===== config.mk =====
export PLATFORM = sky130hd
export DESIGN_NAME = sme_controller
export DESIGN_NICKNAME = d
export VERILOG_FILES = /design/src/hdl/stack_machine_execute_unit_macros.svh /design/src/hdl/sme_pkg.sv /design/src/hdl/sme_controller.sv
export SDC_FILE = /design/constraint.sdc
export NUM_CORES = 1
export LEC_CHECK = 0
export ABC_CLOCK_PERIOD_IN_PS = 3400
export BUFFER_PORTS_ARGS = -buffer_cell sky130_fd_sc_hd__buf_4
export CAP_MARGIN = 20
export CORE_AREA = 2 2 39 41
export CTS_CLUSTER_DIAMETER = 120
export DETAILED_ROUTE_END_ITERATION = 10
export DIE_AREA = 0 0 41 43
export PLACE_DENSITY = 0.6
export SETUP_SLACK_MARGIN = 0.3
export SYNTH_ARGS = -nofsm -noshare
export SYNTH_HDL_FRONTEND = slang
export SYNTH_SLANG_ARGS = --single-unit

===== constraint.sdc =====
create_clock -name clock -period 3.4 [get_ports clock]
set_input_delay 0.17 -clock clock [delete_from_list [all_inputs] [get_ports clock]]
set_output_delay 0.17 -clock clock [all_outputs]
set_load 0.05 [all_outputs]

===== src/hdl/stack_machine_execute_unit_macros.svh =====
// Assertion macros for the stack machine execute unit.
// Each macro checks an implication on the rising clock edge, disabled in reset.
`ifndef STACK_MACHINE_EXECUTE_UNIT_MACROS_SVH
`define STACK_MACHINE_EXECUTE_UNIT_MACROS_SVH
`ifndef SYNTHESIS
`define SME_ASSERT_SAME(label, clk, rst, ante, cons) \
   label: assert property (@(posedge clk) disable iff (rst) (ante) |-> (cons)) \
      else $error("assertion failed");
`define SME_ASSERT_NEXT(label, clk, rst, ante, cons) \
   label: assert property (@(posedge clk) disable iff (rst) (ante) |=> (cons)) \
      else $error("assertion failed");
`else
`define SME_ASSERT_SAME(label, clk, rst, ante, cons)
`define SME_ASSERT_NEXT(label, clk, rst, ante, cons)
`endif
`endif


===== src/hdl/sme_pkg.sv =====
// ----------------------------------------------------------------------------
// Stack machine execute unit package
// Opcodes, status codes, controller states and control structures.
// ----------------------------------------------------------------------------
package sme_pkg;

   localparam int DATA_W   = 32;
   localparam int FUNC_W   = 4;
   localparam int PLEN_W   = 31;
   localparam int STATUS_W = 3;

   localparam logic [FUNC_W-1:0] OP_NOP  = 4'd0;
   localparam logic [FUNC_W-1:0] OP_PUSH = 4'd1;
   localparam logic [FUNC_W-1:0] OP_POP  = 4'd2;
   localparam logic [FUNC_W-1:0] OP_DUP  = 4'd3;
   localparam logic [FUNC_W-1:0] OP_ADD  = 4'd4;
   localparam logic [FUNC_W-1:0] OP_SUB  = 4'd5;
   localparam logic [FUNC_W-1:0] OP_MUL  = 4'd6;
   localparam logic [FUNC_W-1:0] OP_DIV  = 4'd7;
   localparam logic [FUNC_W-1:0] OP_JMP  = 4'd8;
   localparam logic [FUNC_W-1:0] OP_JNZ  = 4'd9;
   localparam logic [FUNC_W-1:0] OP_EQL  = 4'd10;
   localparam logic [FUNC_W-1:0] OP_HLT  = 4'd11;

   localparam logic [STATUS_W-1:0] ST_OK      = 3'd0;
   localparam logic [STATUS_W-1:0] ST_IP      = 3'd1;
   localparam logic [STATUS_W-1:0] ST_UNDER   = 3'd2;
   localparam logic [STATUS_W-1:0] ST_OVER    = 3'd3;
   localparam logic [STATUS_W-1:0] ST_DIVZ    = 3'd4;
   localparam logic [STATUS_W-1:0] ST_OPERAND = 3'd5;
   localparam logic [STATUS_W-1:0] ST_OPCODE  = 3'd6;

   typedef enum logic [5:0] {
      S_IDLE    = 6'b000001,
      S_RD_TOP  = 6'b000010,
      S_RD_SEC  = 6'b000100,
      S_EXEC    = 6'b001000,
      S_DIV     = 6'b010000,
      S_COMMIT  = 6'b100000
   } state_type;

   typedef struct packed {
      logic load;
      logic rd_top;
      logic rd_second;
      logic exec;
      logic div_start;
      logic div_capture;
      logic commit;
   } cmd_type;

   typedef struct packed {
      logic div_go;
      logic div_done;
      logic out_free;
   } stat_type;

endpackage


===== src/hdl/sme_controller.sv =====
// ----------------------------------------------------------------------------
// Stack machine controller
// Sequences operand reads, execution, division and commit of one instruction.
// ----------------------------------------------------------------------------
module sme_controller (
   input  logic              clock,
   input  logic              reset,
   input  logic              in_valid,
   output logic              in_ready,
   input  sme_pkg::stat_type stat,
   output sme_pkg::cmd_type  cmd
);
   import sme_pkg::*;

   state_type state_ff, state_in;

   always_comb begin
      state_in = state_ff;
      cmd      = '0;
      in_ready = 1'b0;
      case (state_ff)
         S_IDLE: begin
            in_ready = 1'b1;
            if (in_valid) begin
               cmd.load = 1'b1;
               state_in = S_RD_TOP;
            end
         end
         S_RD_TOP: begin
            cmd.rd_top = 1'b1;
            state_in   = S_RD_SEC;
         end
         S_RD_SEC: begin
            cmd.rd_second = 1'b1;
            state_in      = S_EXEC;
         end
         S_EXEC: begin
            cmd.exec = 1'b1;
            if (stat.div_go) begin
               cmd.div_start = 1'b1;
               state_in      = S_DIV;
            end else begin
               state_in = S_COMMIT;
            end
         end
         S_DIV: begin
            if (stat.div_done) begin
               cmd.div_capture = 1'b1;
               state_in        = S_COMMIT;
            end
         end
         S_COMMIT: begin
            if (stat.out_free) begin
               cmd.commit = 1'b1;
               state_in   = S_IDLE;
            end
         end
         default: state_in = S_IDLE;
      endcase
   end

   always_ff @(posedge clock) begin
      if (reset) begin
         state_ff <= S_IDLE;
      end else begin
         state_ff <= state_in;
      end
   end

endmodule


==> results of run 1 <==
==> cells in the mapped netlist <==
master    instances  share of area, %
and2_1            2               3.3
buf_6             1               2.9
nor3b_1           2               3.9
nor3_1            1               1.3
and3_1            1               1.6
nand2b_1          1               1.6
o311ai_0          1               2.3
or4_1             1               2.0
or4_4             1               2.9
a21oi_1           1               1.3
nand2_1           1              0.98
nor2b_1           3               4.9
o21ai_0           2               2.6
nand3_1           1               1.3
inv_1             2               2.0
or3b_1            1               2.3
nand3b_1          2               3.9
and4b_1           2               5.2
nor4b_2           1               3.9
nor4_1            2               3.3
dfxtp_1           6                31
nor2_1            4               3.9
a211o_1           1               2.3
nor4b_1           1               2.3
o41ai_2           1               4.2
a31o_2            1               2.3
==> cell usage in the layout (no fill, tap or decap) <==
cell type / netlist / layout
buf_4: 0 / 13
dfxtp_1: 6 / 6
nor2_1: 4 / 4
nor2b_1: 3 / 3
clkbuf_4: 0 / 3
nor4_1: 2 / 2
and2_1: 2 / 2
inv_1: 2 / 2
nor3b_1: 2 / 2
nand3b_1: 2 / 2
and4b_1: 2 / 2
o21ai_0: 2 / 2
or4_4: 1 / 1
nand2b_1: 1 / 1
nor3_1: 1 / 1
and3_1: 1 / 1
nor4b_1: 1 / 1
nand3_1: 1 / 1
nand2_1: 1 / 1
or4_1: 1 / 1
nor4b_2: 1 / 1
o311ai_0: 1 / 1
a31o_2: 1 / 1
or3b_1: 1 / 1
a211o_1: 1 / 1
o41ai_2: 1 / 1
a21oi_1: 1 / 1
==> metal layers <==
layer	track usage [%]	up-vias
li1	-	201
met2	16.9	18
met5	0	-
met4	6.00	0
met1	17.5	175
met3	3.14	2
==> worst max-delay path, cell delays in order (launching register included) <==
cell     delay (ns)
dfxtp_1        0.37
or4_4          0.59
nor2_1         0.12
buf_4          0.20
==> logic make-up after synthesis <==
logic type,Yosys count
buffers and inverters,3
AOI/OAI and AO/OA,7
DFF,6
and+or+nand+nor,27
==> path summary, 6_finish.rpt <==
kind	to	cells after the start	startpoint	slack [ns]
max	cmd[3]	3	state_ff[4]$_SDFFE_PP0P_	1.70
min	state_ff[5]$_SDFFE_PP0P_	2	stat[2]	0.13
max reg2reg	state_ff[0]$_SDFFE_PP1P_	3	state_ff[1]$_SDFFE_PP0P_	2.06
min reg2reg	state_ff[3]$_SDFFE_PP0P_	1	state_ff[2]$_SDFFE_PP0P_	0.60
==> report_power, final <==
part | switching (mW) | internal, mW | leakage, nW
sequential | 0.00324 | 0.0725 | 0.0488
clock | 0.0251 | 0.0399 | 0.0138
combinational | 0.0202 | 0.0138 | 0.158
total | 0.0485 | 0.126 | 0.220
==> layout make-up <==
cell class / count / area (µm²)
clock buffers: 3 / 22.5
flip-flops and latches: 6 / 120
fillers: 152 / 872
well taps: 16 / 20.0
repair buffers: 13 / 97.6
inverters: 2 / 7.51
multi-input cells: 34 / 244
==> results.cfg, run 1 <==
[worst_setup_path]
worst-path-max-fanout = 9
arrival_ns = 1.53
path_class = flip-flop to output port
critPathLaunchType = flip-flop
critPathRequiredTime_ns = 3.23
crit_path_end_kind = output port

[synthesis]
synth_top_family_by_area = simple AND/OR/NAND/NOR gates
synth-xor-area-share_pct = 0
ys_warn_count = 0
synth_area_per_cell_um2 = 8.90
ys_seq_area_share_pct = 31.4
muxShareOfSynthArea_pct = 0
synth_cell_types = 26
postSynthCellCount = 43
synth-compound-area-share_pct = 15.0
yosys_register_bits = 6
synth-simple-area-share_pct = 48.7
synth_nets = 49
netlist_area_um2 = 383
synthAdderAreaFrac_pct = 0

[grt]
grt_pass1_vias = 349
track_usage_pct = 12.4
grt_max_degree = 10
antenna_found_initial = 0
grt_pass1_wl_um = 1490
overflow = 0

[sta]
hold_viol = 0
whs_ns = 0.126
slew_headroom_pct = 72.3
rsz0062_at_grt = no
period_minus_slack_ns = 1.70
period_share_pct = 49.9
setup_tns_ns = 0
setup_viol = 0
slew_violations = 0
tightest_slew_ns = 0.411
fin_ws_ns = 1.70
max_freq_mhz = 590
fin_skew_ns = 0.00234

[clock_tree]
clkLatencyLatePin_ns = 0.24
cts_tree = built
numCtsBuffers = 3
cts_buffer_depth = 2
cts_hold_buf = 0
cts.clk_slew.worst_paths_ns = 0.04
cts_resized = 0
h-tree-depth = 1
cts_setup_buffers = 0
cts.sinks = 6
cts_root_buf = clkbuf_4

[place]
placed_cell_area_um2 = 489
io_buffers = 13
dpl.hpwl_um = 665
dp_slack_ns = 1.96
gp_congestion = 0.735
dp.cells = 71

[pwr]
finalPower_mw = 0.175
p_per_area_nw_per_um2 = 341
p_leak_nw = 0.220
ir_worst_vdd_mv = 0.164

[final_layout]
largest_reg_flops = 6
reg.largest.list = state_ff: 6 flops
n_antenna_cell = 0
final_net_count = 66
instances_no_fill = 74
final_core_util_pct = 37.0
areaGrowthSynthToFinish_pct = 33.7
largest-register = state_ff
drive_above_1_share_pct = 34.5
final_area_um2 = 512

[routing]
met3_length_um = 83
wl_met1_um = 421
wl_met2_um = 386
ant_nets = 0
routedWlPerCell_um = 12.2
num_vias = 396
wl_um = 901
dr.first_iter.drc_count = 7
dr.pass1.iters = 4
top_layer = met4
viasPerCell = 5.35
drcViolationCount = 0

[min_path]
hold_path.class = input port to flip-flop

[die]
io_pins = 14
die_w_um = 41
row_count = 14
start_util_pct = 27.7
fp.coreArea_um2 = 1380
die-area_um2 = 1760
die_h_um = 43

[run]
drv_cap = 0

[run_status]
status = finished, final reports clean
(Power assumes the default switching activity.)
==> inputs of run 2 (changes only) <==
--- a/config.mk
+++ b/config.mk
@@ -5,7 +5,7 @@
 export SDC_FILE = /design/constraint.sdc
 export NUM_CORES = 1
 export LEC_CHECK = 0
-export ABC_CLOCK_PERIOD_IN_PS = 3400
+export ABC_CLOCK_PERIOD_IN_PS = 1700
 export BUFFER_PORTS_ARGS = -buffer_cell sky130_fd_sc_hd__buf_4
 export CAP_MARGIN = 20
 export CORE_AREA = 2 2 39 41
==> constraint.sdc (replaced) <==
create_clock -name clock -period 1.7 [get_ports clock]
set_input_delay 0.085 -clock clock [delete_from_list [all_inputs] [get_ports clock]]
set_output_delay 0.085 -clock clock [all_outputs]
set_load 0.05 [all_outputs]
==> run 2 against run 1 <==
- clock skew up 0.012 ns
- count of clock-buffer cells in the layout unchanged
- total power up 130%
- worst hold slack worse by 0.11 ns
- wire length up 26%
- cell area up 28%
- critical path type unchanged
- critical endpoint unchanged
- largest cell class unchanged
- highest routed layer unchanged
==> results.cfg, run 2 (synthesized netlist as in run 1, its figures left out) <==
[grt]
antenna_found_initial = 0
grt_pass1_wl_um = 1630
grt_pass1_vias = 372
track_usage_pct = 14.2
grt_max_degree = 10
overflow = 0

[die]
io_pins = 14
start_util_pct = 27.7
die_w_um = 41
row_count = 14
die-area_um2 = 1760
die_h_um = 43
fp.coreArea_um2 = 1380

[worst_setup_path]
r2r-start = state_ff[4]$_SDFFE_PP0P_
path_buf_inv = 1
rr_worst_depth = 3
r2r_setup_slack_ns = 0.26
worst-path-max-fanout = 7
endpoint = cmd[3]
critPathRequiredTime_ns = 1.62
cp.depth = 3
path_class = flip-flop to output port
worstPathCellList = or4_4, nor2_4, buf_6
crit_path_end_kind = output port
critPathLaunchType = flip-flop
cp_top_family = simple AND/OR/NAND/NOR gates
worst_r2r_endpoint = state_ff[5]$_SDFFE_PP0P_
arrival_ns = 1.43
cpMaxStageDelayCell = or4_4
cpPeakStageDelay_ns = 0.54
crit_start = state_ff[4]$_SDFFE_PP0P_

[final_layout]
final_net_count = 73
drive_above_1_share_pct = 63.1
areaGrowthSynthToFinish_pct = 71.2
reg.largest.list = state_ff: 6 flops
instances_no_fill = 81
n_antenna_cell = 0
largest_reg_flops = 6
final_cell_mix = buf_4 (16), nor2b_1 (3), clkbuf_4 (3), dfxtp_2 (3), dfxtp_4 (3)
largest-register = state_ff
final_common_cell = buf_4

[clock_tree]
h-tree-depth = 1
cts.clk_slew.worst_paths_ns = 0.06
cts_hold_buf = 0
cts.sinks = 6
cts_buffer_depth = 2
cts_tree = built
clkLatencyLatePin_ns = 0.26
numCtsBuffers = 3
cts_root_buf = clkbuf_4

[place]
dpl.hpwl_um = 626
io_buffers = 13
dp.cells = 71
gp_congestion = 0.707

[pwr]
p_leak_nw = 0.288
p_per_area_nw_per_um2 = 603
finalPower_mw = 0.395
seq_power_share_pct = 37.7
sw_frac_of_total_pct = 30.6
clock_power_share_pct = 36.6
switching_power_mw = 0.121
p_int_mw = 0.274
combPwrFrac_pct = 25.7
ir_worst_vdd_mv = 0.300

[routing]
routedWlPerCell_um = 14.0
ant_nets = 0
num_vias = 425
drcViolationCount = 0
viasPerCell = 5.25
dr.first_iter.drc_count = 4
dr.pass1.iters = 4
wl_um = 1140

[run_status]
status = finished, final reports clean

[sta]
slew_violations = 0
max_freq_mhz = 659
setup_tns_ns = 0
hold_viol = 0
setup_viol = 0
period_share_pct = 89.2
rsz0062_at_grt = yes
tightest_slew_ns = 0.354
fin_skew_ns = 0.0140
period_minus_slack_ns = 1.52
slew_headroom_pct = 76.1

[run]
drv_cap = 0

[min_path]
hold_path.class = input port to flip-flop
run 2: final cells by class:
class	count	area (µm²)
Clock buffer	3	22.5
Fill cell	130	728
Inverter	2	7.51
Multi-Input combinational cell	34	298
Sequential cell	6	135
Tap cell	16	20.0
Timing Repair Buffer	20	173
run 2: how the worst min path moves through the flow:
stage            start                  endpoint  cells past startpoint
2_1_floorplan    reset  state_ff[4]$_SDFFE_PP0P_                      1
3_3_place_gp   stat[2]  state_ff[5]$_SDFFE_PP0P_                      2
3_5_place_dp   stat[2]  state_ff[5]$_SDFFE_PP0P_                      2
4_1_cts        stat[2]  state_ff[5]$_SDFFE_PP0P_                      2
5_1_grt        stat[2]  state_ff[5]$_SDFFE_PP0P_                      2
6_report       stat[2]  state_ff[5]$_SDFFE_PP0P_                      2
run 2: per-stage QoR:
| step | worst slack, ns | hold slack [ns] | util (%) | instance area, µm² |
|---|---|---|---|---|
| 5_1_grt | 0.136 | 0.0194 | 47.4 | 656 |
| 3_5_place_dp | 0.348 | 0.301 | 36.4 | 504 |
| 2_1_floorplan | 0.339 | 0.154 | - | 398 |
| 4_1_cts | 0.179 | 0.0106 | 44.3 | 613 |
| 3_3_place_gp | 0.344 | 0.297 | 36.4 | 504 |
| 6_report | 0.183 | 0.0162 | 47.4 | 656 |
run 2: routing by layer:
| metal | routed length, µm | up-vias | global-route usage, % |
|---|---|---|---|
| met5 | 0 | - | 0 |
| met4 | 13 | 0 | 4.00 |
| met3 | 84 | 2 | 7.85 |
| met2 | 578 | 15 | 20.0 |
| met1 | 461 | 198 | 18.0 |
| li1 | - | 210 | - |
run 2: timing repair:
item	CTS	global route
setup endpoints to repair	8	9
resized for setup	15	7
pin swaps	5	2
buffers inserted	5	2
run 2: power groups by stage:
stage               registers, mW  clock network (mW)  logic, mW
global route                0.149               0.154      0.108
global placement            0.154                   0     0.0705
detailed placement          0.153                   0     0.0703
floorplan                   0.152                   0     0.0453
finish                      0.149               0.145      0.101
CTS                         0.149               0.150     0.0901
